## src/rtl/fcr_ram.sv

```systemverilog
module fcr_ram #(
    parameter int DEPTH = 2,
    parameter int WIDTH = 16,
    localparam int AW = (DEPTH > 1) ? $clog2(DEPTH) : 1
) (
    input  logic             clk,
    input  logic             we,
    input  logic [AW-1:0]    waddr,
    input  logic [WIDTH-1:0] wdata,
    input  logic             re,
    input  logic [AW-1:0]    raddr,
    output logic [WIDTH-1:0] rdata
);

    logic [WIDTH-1:0] mem [DEPTH];
    logic [WIDTH-1:0] rdata_reg;

    always_ff @(posedge clk) begin
        if (we) begin
            mem[waddr] <= wdata;
        end
    end

    always_ff @(posedge clk) begin
        if (re) begin
            rdata_reg <= mem[raddr];
        end
    end

    assign rdata = rdata_reg;

endmodule

```

## config.mk

```make
export PLATFORM = sky130hd
export DESIGN_NAME = fcr_ram
export DESIGN_NICKNAME = d
export VERILOG_FILES = /design/src/rtl/fcr_ram.sv
export SDC_FILE = /design/constraint.sdc
export NUM_CORES = 1
export LEC_CHECK = 0
export ABC_CLOCK_PERIOD_IN_PS = 1400
export BUFFER_PORTS_ARGS = -buffer_cell sky130_fd_sc_hd__buf_2
export CAP_MARGIN = 10
export CELL_PAD_IN_SITES_DETAIL_PLACEMENT = 1
export CELL_PAD_IN_SITES_GLOBAL_PLACEMENT = 2
export CORE_ASPECT_RATIO = 0.5
export CORE_MARGIN = 1.5
export CORE_UTILIZATION = 25
export DETAILED_ROUTE_END_ITERATION = 10
export PLACE_DENSITY_LB_ADDON = 0.3
export SYNTH_ARGS = -nofsm -noshare
export SYNTH_HDL_FRONTEND = slang
export SYNTH_SLANG_ARGS = --single-unit
```

## constraint.sdc

```tcl
create_clock -name clk -period 1.4 [get_ports clk]
set_clock_uncertainty 0.05 [all_clocks]
set_input_delay 0.07 -clock clk [delete_from_list [all_inputs] [get_ports clk]]
set_output_delay 0.07 -clock clk [all_outputs]
set_load 0.02 [all_outputs]
```

==> results of run 1 <==
[layer usage]
layer,GRT usage (%),share of wire (%),up-vias
li1,-,-,389
met1,7.91,38,402
met2,14.5,54,17
met3,2.87,5.2,7
met4,5.10,2.2,0
met5,0,0,-
[area by class of cell]
cell class                 instances  share of cell area [%]
multi-input combinational         18                    9.90
clock inverter                     3                    1.61
sequential                        48                    62.0
tap                               92                    4.95
timing repair buffer              55                    16.1
clock buffer                       5                    5.38
[cells by family after synthesis]
logic type	after synthesis	synth area share, %
buf+inv	2	1.84
flops	48	84.6
mux	16	12.8
simple gates	2	0.735
[power by group through the flow]
| stage | registers, uW | logic (uW) | clock network (uW) |
|---|---|---|---|
| 5_1_grt | 1730 | 279 | 1380 |
| 2_1_floorplan | 1790 | 90.0 | 0 |
| 4_1_cts | 1720 | 262 | 1320 |
| 3_5_place_dp | 1750 | 227 | 0 |
| 6_report | 1720 | 258 | 1300 |
| 3_3_place_gp | 1750 | 224 | 0 |
[how the worst max path moves through the flow]
stage | from | endpoint
after global routing | rdata[4]$_DFFE_PP_ | rdata[4]
after global placement | raddr | rdata[2]$_DFFE_PP_
final | rdata[10]$_DFFE_PP_ | rdata[10]
after CTS | rdata[4]$_DFFE_PP_ | rdata[4]
after detailed placement | raddr | rdata[14]$_DFFE_PP_
after floorplan | we | mem[0][0]$_DFFE_PP_
[what timing repair did]
item,in CTS,in global routing
setup buffers,0,0
endpoints found under the hold margin,32,0
hold buffers,16,0
[layout by cell type, fill, tap and decap left out]
| cell type | count |
|---|---|
| nor2b_1 | 1 |
| and2_1 | 1 |
| clkinv_1 | 2 |
| bufinv_16 | 1 |
| edfxtp_1 | 48 |
| buf_12 | 1 |
| dlygate4sd3_1 | 16 |
| buf_2 | 36 |
| buf_4 | 2 |
| clkbuf_16 | 5 |
| mux2_4 | 10 |
| mux2_2 | 6 |
[stage by stage]
step	area [sq um]	total power (uW)	std cells
3_3_place_gp	2000	1970	197
2_1_floorplan	1700	1880	68
4_1_cts	2320	3310	221
5_1_grt	2320	3390	221
3_5_place_dp	2000	1980	197
6_report	2320	3280	221
==> metrics.yaml, run 1 <==
run_status:
  status: "completed"
worst_setup_path:
  end_kind: "output pin"
  path_cells: "buf_2"
  crit_cells: 1
  max_stage_delay_ns: 0.38
  crit-reg2reg-launch: "mem[0][2]$_DFFE_PP_"
  worst-endpoint-required_ns: 1.28
  crit_buf_inv: 1
  arrival_ns: 0.83
  worst_r2r_path_depth: 1
  cpLargestDelayFamily: "flip-flops"
  worstPathMaxFanout: 1
  timing.rr.end: "rdata[2]$_DFFE_PP_"
  critPathKind: "reg -> out"
  r2r_slack_ns: 0.46
  cp-start-kind: "flop"
  cp_slowest_cell: "edfxtp_1"
sta:
  finalHoldViolations: 0
  rsz0062_at_grt: "false"
  tns_ns: 0
  fin_ws_ns: 0.452
  relSlewSlack_pct: 75.4
  whs_ns: 0.174
  period_share_pct: 67.7
  setup_violations: 0
  slew_viol_final: 0
  worst_pin_slew_ns: 0.369
  period_needed_ns: 0.948
  fmax_ghz: 1.05
yosys:
  synthesis.nets: 89
  ys_top_cells_by_area: "edfxtp_1 85%, mux2_4 8.8%, mux2_2 4.0%"
  syn_area_sq_um: 1700
  ys_seq_area_share_pct: 84.6
  synthArstFlopShare_pct: 0
  synth_commonest_cells: "48 x edfxtp_1, 10 x mux2_4, 6 x mux2_2"
  yosysTopAreaCell: "edfxtp_1"
  ys_types: 7
  ys.flop_type: "edfxtp_1"
  synth-edff-count: 48
  synth_cells: 68
  avgSynthCellArea_sq_um: 25.0
  synth_top_area_share_pct: 84.6
  ys_ff_latch: 48
  yosys_warnings: 0
  yosys.cell_count.top_type: "edfxtp_1"
hold_path:
  hp-start: "re"
  hold_class: "in -> reg"
  hold_end: "rdata[5]$_DFFE_PP_"
  hold_path_depth: 1
floorplan:
  core_area_sq_um: 6620
  io_pins: 37
  die_h_um: 61.4
  start_util_pct: 25.7
  rows: 21
  die-area_sq_um: 7350
  die-width_um: 120
power:
  swShare_pct: 18.8
  peakVddDrop_v: 0.000418
  power.density_nw_per_um2: 1410
  combPwrFrac_pct: 7.9
  power.share.clock_pct: 39.6
  p_seq_share_pct: 52.5
  p_leak_uw: 0.000874
  p_sw_uw: 616
  cell_internal_pwr_uw: 2660
finish:
  drive_gt1_share_pct: 47.3
  area_growth_syn_to_layout_pct: 36.5
  largest_reg_flops: 32
  postLayoutCoreUtil_pct: 35.1
  fillCellCount: 676
  num_antenna_cells: 0
  fin_nets: 149
  seqCellArea_sq_um: 1440
  multi_input_area_sq_um: 230
clock_network:
  cts_buffer_depth: 2
  path_clk_slew_ns: 0.06
  clk_latency_ns: 0.28
  cts_max_level: 2
  cts.repair.resized: 0
  clock-root-buffer: "clkbuf_16"
  tritoncts: "built"
  cts_sinks: 48
  numCtsBuffers: 5
global_routing:
  grt_pass1_wl_um: 4110
  grt_use_total_pct: 7.85
  grt_max_degree: 17
  grt_pass1_vias: 862
  grt-ovfl-total: 0
  antenna_found_initial: 0
drt:
  drc: 0
  viasPerCell: 3.69
  drt_first_iter_violations: 13
  wirelength_um: 2660
  antenna_left: 0
  vias: 815
  drt_pass1_iterations: 4
  wire_per_inst_um: 12.0
place:
  portBuffers: 36
  gp_congestion: 0.603
  pre_cts_ws_ns: 0.399
run:
  cap_violations: 0
Note: power is estimated with default switching activity, not from simulation.
==> inputs of run 2 (changes only) <==
ABC_CLOCK_PERIOD_IN_PS = 900   (was 1400)
clock period = 0.9 ns   (was 1.4 ns; I/O delays follow)
==> metrics.yaml, run 2 (same netlist as run 1, synthesis figures left out) <==
power:
  power.density_nw_per_um2: 2000
  p_leak_uw: 0.000940
  peakVddDrop_v: 0.000666
worst_setup_path:
  crit_buf_inv: 0
  path_cells: "mux2_4"
  end_kind: "flop"
  cp_slowest_cell: "edfxtp_1"
  arrival_ns: 0.94
  cpLargestDelayFamily: "flip-flops"
  critPathKind: "reg -> reg"
  cp-start-kind: "flop"
  max_stage_delay_ns: 0.39
  worstPathMaxFanout: 1
  worst-endpoint-required_ns: 0.88
global_routing:
  grt_pass1_vias: 889
  top_usage_layer: "met2"
  grt_pass1_wl_um: 4320
  antenna_found_initial: 0
  use_met1_pct: 7.82
  use_met2_pct: 16.6
  grtUsageMet3_pct: 2.96
  grt_max_degree: 17
  grt_use_total_pct: 8.11
  grt-ovfl-total: 0
sta:
  period_needed_ns: 0.956
  rsz0062_at_grt: "true"
  fmax_ghz: 1.05
  period_share_pct: 106
  worst_pin_slew_ns: 0.112
  setup_violations: 21
  fin_ws_ns: -0.0556
  whs_ns: 0.102
  slew_viol_final: 0
  finalHoldViolations: 0
  relSlewSlack_pct: 92.6
clock_network:
  path_clk_slew_ns: 0.06
  numCtsBuffers: 5
  cts_sinks: 48
  cts_setup_buffers: 0
  clock-root-buffer: "clkbuf_16"
  clk_latency_ns: 0.28
  cts_buffer_depth: 2
  cts_max_level: 2
  tritoncts: "built"
floorplan:
  rows: 21
  die_h_um: 61.4
  die-width_um: 120
  io_pins: 37
  start_util_pct: 25.7
  core_area_sq_um: 6620
  die-area_sq_um: 7350
place:
  gp_congestion: 0.634
  portBuffers: 36
  dpl.hpwl_um: 1880
  pre_cts_ws_ns: -0.0572
  placed_area_sq_um: 2070
drt:
  wirelength_um: 2900
  drt_pass1_iterations: 4
  drt_first_iter_violations: 54
  vias: 823
  wire_per_inst_um: 13.0
  drc: 0
  viasPerCell: 3.67
  antenna_left: 0
finish:
  num_antenna_cells: 0
  largest_reg_flops: 32
  final_area_sq_um: 2460
  postLayoutCoreUtil_pct: 37.1
  final_cell_mix: "48 x edfxtp_1, 24 x buf_2, 16 x dlygate4sd3_1, 14 x mux2_4, 11 x buf_6"
  fillCellCount: 674
  fin_nets: 152
  layout_commonest_cell: "edfxtp_1"
  area_growth_syn_to_layout_pct: 44.2
  drive_gt1_share_pct: 50.8
run_status:
  status: "finished with violations"
  violations: "setup timing"
hold_path:
  hold_class: "in -> reg"
run:
  cap_violations: 0
## run 2: final timing paths
path	startpoint	end	slack, ns	depth (start not counted)
min	re	rdata[2]$_DFFE_PP_	0.10	2
max	mem[0][13]$_DFFE_PP_	rdata[13]$_DFFE_PP_	-0.06	1
min reg2reg	mem[0][1]$_DFFE_PP_	rdata[1]$_DFFE_PP_	0.50	1
max reg2reg	mem[0][13]$_DFFE_PP_	rdata[13]$_DFFE_PP_	-0.06	1
## run 2: cell type report
class	instances	area [sq um]	area share [%]
clock buffer	5	125	5.09
sequential	48	1440	58.7
timing repair buffer	58	507	20.6
clock inverter	3	13.8	0.560
tap	92	115	4.69
multi-input combinational	18	254	10.3
## run 2: through the flow
step,power [uW],setup TNS [ns],cells
global placement,3110,-0.721,200
detailed placement,3130,-0.765,200
floorplan,2930,-0.00366,68
CTS,4930,-0.756,224
finish,4920,-0.525,224
global route,5100,-1.24,224
## run 2: report_power, final
part	internal [uW]	switching (uW)	total, uW	leakage (uW)
clock	1010	726	1730	0.0000710
combinational	288	206	494	0.000412
sequential	2640	46.9	2690	0.000457
## run 2: what timing repair did
item                                    CTS  global route
pin swaps                                 0             0
endpoints found under the setup margin   28            32
hold buffers                             16             0
gates resized for setup                   5            22
endpoints found under the hold margin    32             0
## run 2: layer usage
metal	up-vias	share of wire, %
met3	5	4.0
met4	0	1.2
met2	13	57
met5	-	0
met1	410	38
li1	395	-
