--- src/rtl/fcr_pkg.sv ---
package fcr_pkg;

    localparam int SAMPLE_W   = 16;
    localparam int GAIN_W     = 16;
    localparam int CFG_IDX_W  = 2;
    localparam int LINE_COUNT = 4;
    localparam int LINE_IDX_W = $clog2(LINE_COUNT);
    localparam int SUM_W      = SAMPLE_W + LINE_IDX_W;

    localparam int unsigned LINE_LEN [LINE_COUNT] = '{1024, 1152, 1280, 1408};

    localparam int MUL_A_W   = SAMPLE_W + 1;
    localparam int MUL_B_W   = GAIN_W;
    localparam int MUL_P_W   = MUL_A_W + MUL_B_W;
    localparam int MUL_CNT_W = $clog2(MUL_B_W);
    localparam int ACC_W     = MUL_P_W + 1;
    localparam int RND_W     = ACC_W - 15;

    localparam logic [GAIN_W-1:0] GAIN_ONE      = 16'd32768;
    localparam logic [GAIN_W-1:0] ROOM_SIZE_RST = 16'd16384;
    localparam logic [GAIN_W-1:0] DAMPING_RST   = 16'd16384;
    localparam logic [GAIN_W-1:0] WET_LEVEL_RST = 16'd9830;
    localparam logic [GAIN_W-1:0] DRY_LEVEL_RST = 16'd22938;

    typedef enum logic [CFG_IDX_W-1:0] {
        REG_ROOM_SIZE = 2'd0,
        REG_DAMPING   = 2'd1,
        REG_WET_LEVEL = 2'd2,
        REG_DRY_LEVEL = 2'd3
    } cfg_reg_t;

    function automatic int addr_width(input int unsigned len);
        return (len > 1) ? $clog2(len) : 1;
    endfunction

    function automatic logic [GAIN_W-1:0] gain_of(input logic [GAIN_W-1:0] v);
        return (v > GAIN_ONE) ? GAIN_ONE : v;
    endfunction

    function automatic logic signed [MUL_A_W-1:0] sext_a(input logic signed [SAMPLE_W-1:0] v);
        return {v[SAMPLE_W-1], v};
    endfunction

    function automatic logic signed [ACC_W-1:0] sext_p(input logic signed [MUL_P_W-1:0] v);
        return {v[MUL_P_W-1], v};
    endfunction

    // round half up, then arithmetic shift by 15
    function automatic logic signed [RND_W-1:0] round_q15(input logic signed [ACC_W-1:0] v);
        logic signed [ACC_W-1:0] t;
        t = v + ACC_W'(16384);
        return t[ACC_W-1:15];
    endfunction

    function automatic logic signed [SAMPLE_W-1:0] sat16(input logic signed [RND_W-1:0] v);
        logic signed [SAMPLE_W-1:0] r;
        if (v > RND_W'(32767)) begin
            r = 16'sh7fff;
        end else if (v < -RND_W'(32768)) begin
            r = 16'sh8000;
        end else begin
            r = v[SAMPLE_W-1:0];
        end
        return r;
    endfunction

endpackage

--- src/rtl/fcr_serial_mul.sv ---
module fcr_serial_mul (
    input  logic                                  clk,
    input  logic                                  rstn,
    input  logic                                  start,
    input  logic signed [fcr_pkg::MUL_A_W-1:0]    a,
    input  logic        [fcr_pkg::MUL_B_W-1:0]    b,
    output logic                                  done,
    output logic signed [fcr_pkg::MUL_P_W-1:0]    product
);
    import fcr_pkg::*;

    logic                        running_reg, running_next;
    logic                        done_reg, done_next;
    logic [MUL_CNT_W-1:0]        cnt_reg, cnt_next;
    logic signed [MUL_A_W-1:0]   a_reg, a_next;
    logic [MUL_B_W-1:0]          b_reg, b_next;
    logic signed [MUL_A_W:0]     hi_reg, hi_next;
    logic [MUL_B_W-1:0]          lo_reg, lo_next;
    logic signed [MUL_A_W:0]     addend;
    logic signed [MUL_A_W:0]     psum;

    // one multiplier bit per cycle, partial product shifts out through lo
    assign addend = b_reg[0] ? {a_reg[MUL_A_W-1], a_reg} : '0;
    assign psum   = hi_reg + addend;

    always_comb begin
        running_next = running_reg;
        done_next    = 1'b0;
        cnt_next     = cnt_reg;
        a_next       = a_reg;
        b_next       = b_reg;
        hi_next      = hi_reg;
        lo_next      = lo_reg;
        if (start) begin
            running_next = 1'b1;
            cnt_next     = '0;
            a_next       = a;
            b_next       = b;
            hi_next      = '0;
            lo_next      = '0;
        end else if (running_reg) begin
            hi_next  = {psum[MUL_A_W], psum[MUL_A_W:1]};
            lo_next  = {psum[0], lo_reg[MUL_B_W-1:1]};
            b_next   = {1'b0, b_reg[MUL_B_W-1:1]};
            cnt_next = cnt_reg + 1'b1;
            if (cnt_reg == MUL_CNT_W'(MUL_B_W - 1)) begin
                running_next = 1'b0;
                done_next    = 1'b1;
            end
        end
    end

    always_ff @(posedge clk) begin
        if (!rstn) begin
            running_reg <= 1'b0;
            done_reg    <= 1'b0;
            cnt_reg     <= '0;
        end else begin
            running_reg <= running_next;
            done_reg    <= done_next;
            cnt_reg     <= cnt_next;
        end
    end

    always_ff @(posedge clk) begin
        a_reg  <= a_next;
        b_reg  <= b_next;
        hi_reg <= hi_next;
        lo_reg <= lo_next;
    end

    assign done    = done_reg;
    assign product = {hi_reg[MUL_A_W-1:0], lo_reg};

endmodule

--- config.mk ---
export PLATFORM = sky130hd
export DESIGN_NAME = fcr_serial_mul
export DESIGN_NICKNAME = d
export VERILOG_FILES = /design/src/rtl/fcr_pkg.sv /design/src/rtl/fcr_serial_mul.sv
export SDC_FILE = /design/constraint.sdc
export NUM_CORES = 1
export LEC_CHECK = 0
export BUFFER_PORTS_ARGS = -buffer_cell sky130_fd_sc_hd__clkbuf_2
export CORE_MARGIN = 1.5
export CORE_UTILIZATION = 50
export CTS_BUF_LIST = sky130_fd_sc_hd__clkbuf_16
export DETAILED_ROUTE_END_ITERATION = 12
export GPL_ROUTABILITY_DRIVEN = 0
export MAX_ROUTING_LAYER = met4
export PLACE_DENSITY_LB_ADDON = 0.05
export SETUP_SLACK_MARGIN = 0.02
export SYNTH_ARGS = -nofsm -noshare
export SYNTH_HDL_FRONTEND = slang
export SYNTH_SLANG_ARGS = --single-unit
--- constraint.sdc ---
create_clock -name clk -period 6.5 [get_ports clk]
set_clock_uncertainty 0.1 [all_clocks]
set_input_delay 0.975 -clock clk [delete_from_list [all_inputs] [get_ports clk]]
set_output_delay 0.975 -clock clk [all_outputs]
set_load 0.05 [all_outputs]
==> summary.md, run 1 <==
| Metric | Value |
|---|---|
| DRC marker count from the first detailed-route iteration | 100 |
| Number of violations of the max-capacitance limit | 0 |
| Arrival time worst endpoint | 3.10 ns |
| Antenna Nets Post-Route | 0 |
| TritonCTS clock tree | yes |
| Part of the Yosys area used for sequential elements | 0.503 |
| First-pass GRT wire length | 11.5 mm |
| Synth warnings | 0 |
| Synth Instances | 316 |
| Worst-skew pair later-pin latency | 0.33 ns |
| Avg Cell Area, Syn | 11.1 um2 |
| CTS-repair resized insts | 0 |
| Synthesized flop and latch total | 72 |
| Clock buffers created by TritonCTS | 9 |
| Via count of the first global-routing pass | 2,476 |
| Overall overflow remaining after global route | 0 |
| Final std cells w/o fill | 484 |
| Final slew viol count | 0 |
| Top fanout value on the critical path | 17 |
| Max-Slew Margin vs Limit | 0.380 |
| Leakage power figure | 1.84 nW |
| Final design area excluding fillers | 4190 um2 |
| Area Overhead vs Synth | 19.0% |
| Setup Slack @ Placement | 3.57 ns |
| Slew at the pin closest to its max-slew limit | 0.930 ns |
| Number of rows in the core area | 30 |
| Post-layout net count | 438 |
| First-pass detailed-route iteration total | 4 |
| Clock Pin Slew Worst Setup and Hold Paths | 0.06 ns |
| Post-Route WL | 6.92 mm |
| Vias/cell | 5.33 |
| Setup violators final | 0 |
| Proportion of synthesized flip-flops having asynchronous set or reset | 0 |
| Area after detailed placement | 3920 um2 |
| Time the worst path needs with I/O delays and setup | 2.94 ns |
| Kind of capture point of the worst setup path | register |
| Kind of launch point of the worst setup path | register |
| Bufs on Longest Clock Path | 2 |
| Crit share post-route | 0.452 |
| Number of inserted filler cells in the final layout | 579 |
| I/O pin count | 70 |
| Hold-fix buffers, CTS | 0 |
| Post-CTS setup-driven buffer insertion count | 0 |
| H-tree depth reported by CTS | 3 |
| Run status | completed |
| Placeable core area | 6790 um2 |
| Cell at the root of the clock tree | clkbuf_16 |
| Pin count of the biggest net entering global routing | 40 |
| Layout cells sized above 1 | 0.289 |
| Initial core utilization | 0.519 |
| Die ar. | 7560 um2 |
| Cell total after placement | 468 |
| Height of the die | 86.9 um |
| RSZ-0062 raised after global routing | no |
| Worst voltage drop across the vdd grid | 168 uV |
| DRC | 0 |
| Total power density per cell area | 285 nW/um2 |
| Total negative slack for setup checks | 0 ns |
| Average wire per standard cell | 14.3 um |
| Via total after detailed routing | 2,581 |
| Total Power Consumption | 1.19 mW |
| Clock tree sinks | 72 |
| Total routing resource utilization after global routing | 0.203 |
| Critical Setup Path Class | register to register |
| Maximum clock frequency | 341 MHz |
| Hpwl dp | 4.80 mm |
| Worst min path class | register to register |
| Prevailing post-synth register cell | dfxtp_1 |
| Post-layout worst setup margin | 3.56 ns |
| Number of buffer cells added on primary ports | 69 |
| Utilization after layout | 0.617 |
| Min Hold Slack | 0.367 ns |
| Number of flops mapped to enable cells by yosys | 33 |
| Number of antenna violations at the first check in global routing | 0 |
| Number of inserted diodes | 0 |
| Nets in the synthesized netlist | 371 |
| Unique cell type count in the Yosys netlist | 54 |
| Data required time at the worst endpoint | 6.67 ns |
| Horiz. Die Dim | 86.9 um |
| Number of hold violations in the final report | 0 |
| Post-Synthesis Cell Area | 3520 um2 |
-- worst paths after layout --
path / from / endpoint / slack (ns) / depth (start not counted)
hold / removal: hi_reg[10]$_SDFFE_PP0P_ / hi_reg[10]$_SDFFE_PP0P_ / 0.37 / 2
setup / recovery: b_reg[0]$_DFFE_PP_ / hi_reg[13]$_SDFFE_PP0P_ / 3.56 / 10
hold reg to reg: hi_reg[10]$_SDFFE_PP0P_ / hi_reg[10]$_SDFFE_PP0P_ / 0.37 / 2
setup reg to reg: b_reg[0]$_DFFE_PP_ / hi_reg[13]$_SDFFE_PP0P_ / 3.56 / 10
-- cell type report --
cell class,count,area [um2],area share
Tap cell,96,120,0.0286
Inverter,7,26.3,0.00627
Clock buffer,9,225,0.0537
Multi-Input combinational cell,223,1650,0.393
Sequential cell,72,1770,0.423
Timing Repair Buffer,70,353,0.0842
Clock inverter,7,46.3,0.0110
-- logic make-up after synthesis --
| family | synth area share |
|---|---|
| xor+xnor | 0.0298 |
| flops | 0.503 |
| mux | 0.102 |
| fa+ha+maj | 0.0696 |
| simple gates | 0.141 |
| compound gates | 0.126 |
| buf+inv | 0.0291 |
-- synth_stat cells (all sizes together), types with 3 or more instances --
master / n / area share
a211o: 3 / 0.0075
a211oi: 7 / 0.016
a21o: 6 / 0.013
a21oi: 11 / 0.016
and2: 19 / 0.034
and3: 3 / 0.0053
buf: 9 / 0.016
clkbuf: 5 / 0.0053
dfxtp: 39 / 0.22
edfxtp: 33 / 0.28
ha: 18 / 0.064
inv: 7 / 0.0075
mux2: 15 / 0.048
mux2i: 19 / 0.054
nand2: 14 / 0.015
nand2b: 4 / 0.0078
nand3: 8 / 0.013
nand4: 5 / 0.0089
nor2: 33 / 0.035
nor3: 5 / 0.0071
o211ai: 4 / 0.0099
o21ai: 12 / 0.017
xnor2: 3 / 0.0075
xor2: 9 / 0.022
-- metal layers --
layer / wire (um) / track usage
met5: 0 / -
met1: 3200 / 0.253
met3: 282 / 0.0398
met4: 144 / 0.0894
met2: 3290 / 0.323
-- critical path: stages, from the launching register on --
cell	delay (ns)
edfxtp_1	0.64
and2_1	0.21
ha_1	0.19
inv_1	0.06
fa_1	0.37
and2b_1	0.26
o211ai_2	0.11
nand3_2	0.13
a41oi_2	0.17
or4_1	0.55
nand3_1	0.09
-- layout by cell type, fill, tap and decap left out, drive strengths merged, types with 4 or more instances in the layout --
cell type	instances
nand2	14
clkbuf	78
inv	10
and2	19
dfxtp	39
edfxtp	33
o21ai	12
nand2b	4
nor2	33
a211oi	7
a21oi	11
nand4	5
a21o	6
o211ai	4
nand3	8
nor3	5
xor2	9
mux2i	19
mux2	15
ha	18
-- power by group --
| part | total, mW | internal (mW) | leakage, nW | switching [mW] |
|---|---|---|---|---|
| Combinational | 0.209 | 0.0779 | 1.06 | 0.131 |
| Clock | 0.450 | 0.258 | 0.133 | 0.192 |
| Sequential | 0.535 | 0.510 | 0.645 | 0.0249 |
| Total | 1.19 | 0.846 | 1.84 | 0.347 |
Note: power is estimated with default switching activity, not from simulation.
==> inputs of run 2 (changes only) <==
--- a/config.mk
+++ b/config.mk
@@ -5,6 +5,7 @@
 export SDC_FILE = /design/constraint.sdc
 export NUM_CORES = 1
 export LEC_CHECK = 0
+export ABC_AREA = 1
 export BUFFER_PORTS_ARGS = -buffer_cell sky130_fd_sc_hd__clkbuf_2
 export CORE_MARGIN = 1.5
 export CORE_UTILIZATION = 50
==> constraint.sdc (replaced) <==
create_clock -name clk -period 2.9 [get_ports clk]
set_clock_uncertainty 0.1 [all_clocks]
set_input_delay 0.435 -clock clk [delete_from_list [all_inputs] [get_ports clk]]
set_output_delay 0.435 -clock clk [all_outputs]
set_load 0.05 [all_outputs]
==> summary.md, run 2 <==
| Metric | Value |
|---|---|
| Adder-cell area share of the yosys netlist | 0.0655 (was 0.0696) |
| Total power density per cell area | 590 nW/um2 (was 285 nW/um2) |
| TritonCTS clock tree | yes (unchanged) |
| Hpwl dp | 6.13 mm (was 4.80 mm) |
| Kind of capture point of the worst setup path | register (unchanged) |
| Post-Synthesis Cell Area | 3740 um2 (was 3520 um2) |
| Net Switching | 0.780 mW (was 0.347 mW) |
| Total negative slack for setup checks | 0 ns (unchanged) |
| Pin count of the biggest net entering global routing | 25 (was 40) |
| Number of rows in the core area | 31 (was 30) |
| Antenna Nets Post-Route | 0 (unchanged) |
| Share of the synthesized area in compound gates (AO/OA/AOI/OAI) | 0.0856 (was 0.126) |
| Crit path max-delay family | simple AND/OR/NAND/NOR gates (unchanged) |
| Area Overhead vs Synth | 19.5% (was 19.0%) |
| Buffer and inverter count on the worst path | 4 (was 1) |
| Post-CTS setup-driven buffer insertion count | 0 (unchanged) |
| Crit share post-route | 0.810 (was 0.452) |
| Part of the Yosys area used for sequential elements | 0.473 (was 0.503) |
| Time the worst path needs with I/O delays and setup | 2.35 ns (was 2.94 ns) |
| Critical Setup Path Class | register to register (unchanged) |
| Part of the total power dissipated in the clock network | 0.395 (was 0.377) |
| Most used standard cells in the synthesized netlist | 169 x nand2_1, 78 x inv_1, 39 x dfxtp_1 (was 39 x dfxtp_1, 33 x edfxtp_1, 33 x nor2_1) |
| Number of inserted diodes | 0 (unchanged) |
| H-tree depth reported by CTS | 3 (unchanged) |
| Max stage delay cell, worst path | edfxtp_1 (unchanged) |
| Area leader, netlist | edfxtp_1 (unchanged) |
| Proportion of synthesized flip-flops having asynchronous set or reset | 0 (unchanged) |
| Run status | completed (unchanged) |
| Synth warnings | 0 (unchanged) |
| Largest stage delay on the critical path | 0.47 ns (was 0.64 ns) |
| Overall overflow remaining after global route | 0 (unchanged) |
| Final slew viol count | 0 (unchanged) |
| DRC marker count from the first detailed-route iteration | 96 (was 100) |
| Placeable core area | 7250 um2 (was 6790 um2) |
| Post-Route WL | 8.27 mm (was 6.92 mm) |
| I/O pin count | 70 (unchanged) |
| Share of the synthesized area in the top cell type | 0.265 (was 0.281) |
| DRC | 0 (unchanged) |
| First-pass GRT wire length | 14.0 mm (was 11.5 mm) |
| Arrival time worst endpoint | 2.48 ns (was 3.10 ns) |
| Unique cell type count in the Yosys netlist | 35 (was 54) |
| First-pass detailed-route iteration total | 4 (unchanged) |
| Most used cells in the layout excluding fill and tap cells | 169 x nand2_1, 79 x inv_1, 69 x clkbuf_2 (was 69 x clkbuf_2, 38 x dfxtp_1, 33 x nor2_1, 33 x edfxtp_1, 19 x mux2i_1) |
| Area used by multi-input combinational logic | 1590 um2 (was 1650 um2) |
| Register Area | 1770 um2 (about the same) |
| Total Power Consumption | 2.64 mW (was 1.19 mW) |
| Kind of launch point of the worst setup path | register (unchanged) |
| Slew at the pin closest to its max-slew limit | 0.729 ns (was 0.930 ns) |
| Leakage power figure | 2.31 nW (was 1.84 nW) |
| Synthesized flop and latch total | 72 (unchanged) |
| Clock buffers created by TritonCTS | 9 (unchanged) |
| Layout cells sized above 1 | 0.200 (was 0.289) |
| Worst voltage drop across the vdd grid | 281 uV (was 168 uV) |
| Simple-gate portion of the synthesized area | 0.274 (was 0.141) |
| RSZ-0062 raised after global routing | no (unchanged) |
| Xor-xnor portion of the synthesized cell area | 0 (was 0.0298) |
| Top cells by area in the synthesized netlist | edfxtp_1 26%, dfxtp_1 21%, nand2_1 17% (was edfxtp_1 28%, dfxtp_1 22%, ha_1 6.4%) |
| Worst-skew pair later-pin latency | 0.33 ns (about the same) |
| Hold-fix buffers, CTS | 0 (unchanged) |
| Combinational family with the most area after synthesis | simple AND/OR/NAND/NOR gates (unchanged) |
| Maximum clock frequency | 426 MHz (was 341 MHz) |
| Prevailing post-synth register cell | dfxtp_1 (unchanged) |
| Bufs on Longest Clock Path | 2 (unchanged) |
| Horiz. Die Dim | 89.5 um (was 86.9 um) |
| Critical-path cell list | nand2_1 -> inv_1 -> ha_1 -> inv_1 -> fa_1 -> inv_1 -> nand2_1 -> o21ai_2 -> nand2_1 -> nand2_2 -> nand2_1 -> nand3_1 -> nand3_1 -> nand2_1 -> inv_1 (was and2_1 -> ha_1 -> inv_1 -> fa_1 -> and2b_1 -> o211ai_2 -> nand3_2 -> a41oi_2 -> or4_1 -> nand3_1) |
| Multiplexer fraction of the synthesized cell area | 0 (was 0.102) |
| Count leader, synth | nand2_1 (was dfxtp_1) |
| Vias/cell | 4.86 (was 5.33) |
| Number of buffer cells added on primary ports | 69 (unchanged) |
| Most numerous cell on the critical path | nand2_1 |
| Die ar. | 8010 um2 (was 7560 um2) |
| Switching power as a share of total power | 0.296 (was 0.291) |
| Post-layout net count | 616 (was 438) |
| Sequential cell fraction of total power | 0.445 (was 0.448) |
| Nets in the synthesized netlist | 543 (was 371) |
| Setup violators final | 0 (unchanged) |
| Number of hold violations in the final report | 0 (unchanged) |
| Share of total power in combinational logic | 0.160 (was 0.175) |
| Initial core utilization | 0.516 (was 0.519) |
| Leading cell type in the layout, fill and taps excluded | nand2_1 (was clkbuf_2) |
| Average wire per standard cell | 12.4 um (was 14.3 um) |
| Cell-internal power | 1.86 mW (was 0.846 mW) |
| Utilization after layout | 0.617 (about the same) |
| Height of the die | 89.5 um (was 86.9 um) |
| Max-Slew Margin vs Limit | 0.513 (was 0.380) |
| Total routing resource utilization after global routing | 0.237 (was 0.203) |
| Avg Cell Area, Syn | 7.67 um2 (was 11.1 um2) |
| Data required time at the worst endpoint | 3.03 ns (was 6.67 ns) |
| Worst min path class | primary input to register (was register to register) |
| CTS-repair resized insts | 0 (unchanged) |
| Via count of the first global-routing pass | 3,125 (was 2,476) |
| Clock Pin Slew Worst Setup and Hold Paths | 0.06 ns (about the same) |
| Cell at the root of the clock tree | clkbuf_16 (unchanged) |
| Top fanout value on the critical path | 8 (was 17) |
| Number of violations of the max-capacitance limit | 0 (unchanged) |
| Number of flops mapped to enable cells by yosys | 33 (unchanged) |
| Clock tree sinks | 72 (unchanged) |
| Number of antenna violations at the first check in global routing | 0 (unchanged) |
| Cell total after placement | 649 (was 468) |
| Final std cells w/o fill | 665 (was 484) |
| Via total after detailed routing | 3,234 (was 2,581) |
| Number of inserted filler cells in the final layout | 672 (was 579) |
| Synth Instances | 488 (was 316) |
run 2: changes by cell type in the layout (fill, tap and decap cells not counted), sizes merged, moves of 9 or more:
cell / before / now
and2: 19 / 1
nand2: 14 / 174
inv: 10 / 90
mux2i: 19 / 0
nand3: 8 / 21
xor2: 9 / 0
a21oi: 11 / 22
o22ai: 1 / 15
mux2: 15 / 0
run 2: logic make-up (layout without fill, tap and decap cells):
| kind of cell | Yosys count | count (layout) |
|---|---|---|
| flops | 72 | 72 |
| simple gates | 246 | 246 |
| compound gates | 55 | 55 |
| buf+inv | 96 | 174 |
| fa+ha+maj | 19 | 19 |
run 2: cell type report:
type                       instances  share of cell area
multi-input combinational        320               0.356
inverter                          85              0.0713
tap                               99              0.0277
clock buffer                       9              0.0504
sequential                        72               0.396
timing repair buffer              73              0.0867
clock inverter                     7              0.0115
run 2: per-stage QoR:
step | hold WS, ns | worst slack [ns] | area, um2
after floorplan | 0.377 | 0.665 | 3740
after detailed placement | 0.355 | 0.572 | 4200
after global placement | 0.344 | 0.670 | 4200
after global routing | 0.170 | 0.213 | 4470
after CTS | 0.170 | 0.551 | 4470
final | 0.176 | 0.551 | 4470
run 2: power by group through the flow:
stage          sequential, mW  combinational, mW  clock (mW)
5_1_grt                  1.18              0.477        1.10
4_1_cts                  1.17              0.422        1.06
3_3_place_gp             1.19              0.413           0
2_1_floorplan            1.25              0.244           0
3_5_place_dp             1.19              0.418           0
6_report                 1.17              0.423        1.04
run 2: worst register-to-register path: cells and delay by family (launching register included):
family	cells	cell delay [ns]
fa+ha+maj	2	0.62
simple gates	8	0.63
buf+inv	4	0.25
compound gates	1	0.17
flops	1	0.47
run 2: metal layers:
metal | up-vias | GRT usage | wire (um)
met1 | 1441 | 0.305 | 3910
met4 | 0 | 0.0993 | 235
met2 | 74 | 0.351 | 3710
met5 | - | - | 0
met3 | 23 | 0.0683 | 411
li1 | 1696 | - | -
run 2: path summary, 6_finish.rpt:
check	end	from	slack [ns]	depth (start not counted)
min reg2reg	lo_reg[0]$_SDFFE_PP0P_	lo_reg[0]$_SDFFE_PP0P_	0.37	2
max reg2reg	hi_reg[11]$_SDFFE_PP0P_	b_reg[0]$_DFFE_PP_	0.55	15
max	hi_reg[11]$_SDFFE_PP0P_	b_reg[0]$_DFFE_PP_	0.55	15
min	a_reg[4]$_DFFE_PP_	a[4]	0.18	1
==> inputs of run 3 (changes only) <==
==> constraint.sdc (replaced) <==
create_clock -name clk -period 2 [get_ports clk]
set_clock_uncertainty 0.1 [all_clocks]
set_input_delay 0.3 -clock clk [delete_from_list [all_inputs] [get_ports clk]]
set_output_delay 0.3 -clock clk [all_outputs]
set_load 0.05 [all_outputs]
==> summary.md, run 3 (synthesized netlist as in run 2, its figures left out) <==
| Metric | Value |
|---|---|
| Run status | finished with violations (was completed) |
| Failing checks | negative setup slack |
| Total routing resource utilization after global routing | 0.229 (was 0.237) |
| First-pass detailed-route iteration total | 4 (unchanged) |
| Register Area | 1780 um2 (was 1770 um2) |
| Final slew viol count | 0 (unchanged) |
| Number of antenna violations at the first check in global routing | 0 (unchanged) |
| Final design area excluding fillers | 4930 um2 (was 4470 um2) |
| Overall overflow remaining after global route | 0 (unchanged) |
| Antenna Nets Post-Route | 0 (unchanged) |
| Pin count of the biggest net entering global routing | 27 (was 25) |
| First-pass GRT wire length | 13.4 mm (was 14.0 mm) |
| Worst min path class | primary input to register (unchanged) |
| RSZ-0062 raised after global routing | yes (was no) |
| TritonCTS clock tree | yes (unchanged) |
| Setup violators final | 5 (was 0) |
| Number of buffer cells added on primary ports | 69 (unchanged) |
| Initial core utilization | 0.516 (unchanged) |
| Layout cells sized above 1 | 0.291 (was 0.200) |
| Slew at the pin closest to its max-slew limit | 0.502 ns (was 0.729 ns) |
| Area Overhead vs Synth | 31.7% (was 19.5%) |
| Max stage delay cell, worst path | edfxtp_1 (unchanged) |
| Part of the total power dissipated in the clock network | 0.399 (was 0.395) |
| Vias/cell | 4.74 (was 4.86) |
| Placeable core area | 7250 um2 (unchanged) |
| Number of rows in the core area | 31 (unchanged) |
| Crit share post-route | 1.01 (was 0.810) |
| Total power density per cell area | 828 nW/um2 (was 590 nW/um2) |
| Horiz. Die Dim | 89.5 um (unchanged) |
| Maximum clock frequency | 493 MHz (was 426 MHz) |
| Critical-path cell list | nand2_1 -> inv_1 -> ha_2 -> inv_2 -> fa_2 -> inv_2 -> nand2_2 -> o21ai_2 -> nand2_1 -> nand2_2 -> nand2_2 -> nand3_2 -> nand3_1 -> nand2_1 -> inv_1 (was nand2_1 -> inv_1 -> ha_1 -> inv_1 -> fa_1 -> inv_1 -> nand2_1 -> o21ai_2 -> nand2_1 -> nand2_2 -> nand2_1 -> nand3_1 -> nand3_1 -> nand2_1 -> inv_1) |
| Share of total power in combinational logic | 0.185 (was 0.160) |
| Total Power Consumption | 4.08 mW (was 2.64 mW) |
| Cell at the root of the clock tree | clkbuf_16 (unchanged) |
| Clock tree sinks | 72 (unchanged) |
| Sequential cell fraction of total power | 0.416 (was 0.445) |
| I/O pin count | 70 (unchanged) |
| Bufs on Longest Clock Path | 2 (unchanged) |
| Height of the die | 89.5 um (unchanged) |
| Via total after detailed routing | 3,293 (was 3,234) |
| Switching power as a share of total power | 0.280 (was 0.296) |
| Average wire per standard cell | 12.3 um (was 12.4 um) |
| Arrival time worst endpoint | 2.16 ns (was 2.48 ns) |
| DRC marker count from the first detailed-route iteration | 94 (was 96) |
| DRC | 0 (unchanged) |
| Via count of the first global-routing pass | 2,977 (was 3,125) |
| Number of inserted diodes | 0 (unchanged) |
| Time the worst path needs with I/O delays and setup | 2.03 ns (was 2.35 ns) |
| Max-Slew Margin vs Limit | 0.665 (was 0.513) |
| Area used by multi-input combinational logic | 1800 um2 (was 1590 um2) |
| Kind of capture point of the worst setup path | register (unchanged) |
| Post-layout worst setup margin | -0.0290 ns (was 0.551 ns) |
| Net Switching | 1.14 mW (was 0.780 mW) |
| Clock buffers created by TritonCTS | 9 (unchanged) |
| Critical Setup Path Class | register to register (unchanged) |
| Hpwl dp | 6.17 mm (was 6.13 mm) |
| Kind of launch point of the worst setup path | register (unchanged) |
| Data required time at the worst endpoint | 2.13 ns (was 3.03 ns) |
| Cell-internal power | 2.94 mW (was 1.86 mW) |
| Largest stage delay on the critical path | 0.36 ns (was 0.47 ns) |
| Number of hold violations in the final report | 0 (unchanged) |
| Top fanout value on the critical path | 4 (was 8) |
| Clock Pin Slew Worst Setup and Hold Paths | 0.06 ns (about the same) |
| Post-layout net count | 645 (was 616) |
| H-tree depth reported by CTS | 3 (unchanged) |
| Number of violations of the max-capacitance limit | 0 (unchanged) |
| Leading cell type in the layout, fill and taps excluded | nand2_1 (unchanged) |
| Post-Route WL | 8.52 mm (was 8.27 mm) |
| Die ar. | 8010 um2 (unchanged) |
| Leakage power figure | 2.47 nW (was 2.31 nW) |
| Most used cells in the layout excluding fill and tap cells | 162 x nand2_1, 77 x inv_1, 69 x clkbuf_2 (was 169 x nand2_1, 79 x inv_1, 69 x clkbuf_2) |
| Area after detailed placement | 4400 um2 (was 4200 um2) |
| Worst voltage drop across the vdd grid | 566 uV (was 281 uV) |
| Worst-skew pair later-pin latency | 0.33 ns (about the same) |
| Number of inserted filler cells in the final layout | 621 (was 672) |
## run 3: worst max-delay path, delay by kind of cell (launching register included)
kind,cells,cell delay [ns]
compound gates,1,0.14
fa+ha+maj,2,0.51
buf+inv,4,0.19
flops,1,0.36
simple gates,8,0.64
## run 3: what timing repair did
action	in CTS	in global routing
pin swaps	3	7
setup endpoints to repair	11	14
hold buffers	0	0
resized for setup	15	16
setup buffers	1	4
## run 3: worst paths after layout
| path | from | end | slack (ns) | cells past startpoint |
|---|---|---|---|---|
| worst max-delay path | b_reg[0]$_DFFE_PP_ | hi_reg[11]$_SDFFE_PP0P_ | -0.03 | 15 |
| worst min-delay path | a[5] | a_reg[5]$_DFFE_PP_ | 0.04 | 1 |
| worst max register to register | b_reg[0]$_DFFE_PP_ | hi_reg[11]$_SDFFE_PP0P_ | -0.03 | 15 |
| worst min register to register | lo_reg[0]$_SDFFE_PP0P_ | lo_reg[0]$_SDFFE_PP0P_ | 0.36 | 2 |
## run 3: cell type report
class,count,share of cell area
clock buffers,11,0.0559
flip-flops and latches,72,0.361
clock inverters,5,0.00736
multi-input cells,320,0.366
inverters,85,0.0648
well taps,99,0.0251
repair buffers,102,0.120
## run 3: power by group through the flow
stage	combinational, mW	sequential (mW)	clock, mW
2_1_floorplan	0.365	1.81	0
3_3_place_gp	0.678	1.72	0
3_5_place_dp	0.681	1.72	0
4_1_cts	0.727	1.70	1.67
5_1_grt	0.833	1.71	1.72
6_report	0.756	1.70	1.63
## run 3: metal layers
| layer | routed length [um] | up-vias | share of wire | GRT usage |
|---|---|---|---|---|
| li1 | - | 1747 | - | - |
| met1 | 3840 | 1459 | 0.45 | 0.284 |
| met2 | 4130 | 75 | 0.48 | 0.360 |
| met3 | 417 | 12 | 0.049 | 0.0480 |
| met4 | 141 | 0 | 0.017 | 0.103 |
| met5 | 0 | - | 0 | - |
## run 3: metrics by stage
stage | setup TNS (ns) | setup WS, ns | cells | hold slack [ns] | utilization
2_1_floorplan | 0 | 0.0210 | 488 | 0.299 | -
3_3_place_gp | -0.136 | -0.0403 | 673 | 0.341 | 0.606
3_5_place_dp | -0.257 | -0.0500 | 673 | 0.348 | 0.606
4_1_cts | -0.0434 | -0.0194 | 690 | 0.0333 | 0.666
5_1_grt | -1.67 | -0.178 | 694 | 0.0355 | 0.679
6_report | -0.0843 | -0.0290 | 694 | 0.0427 | 0.679
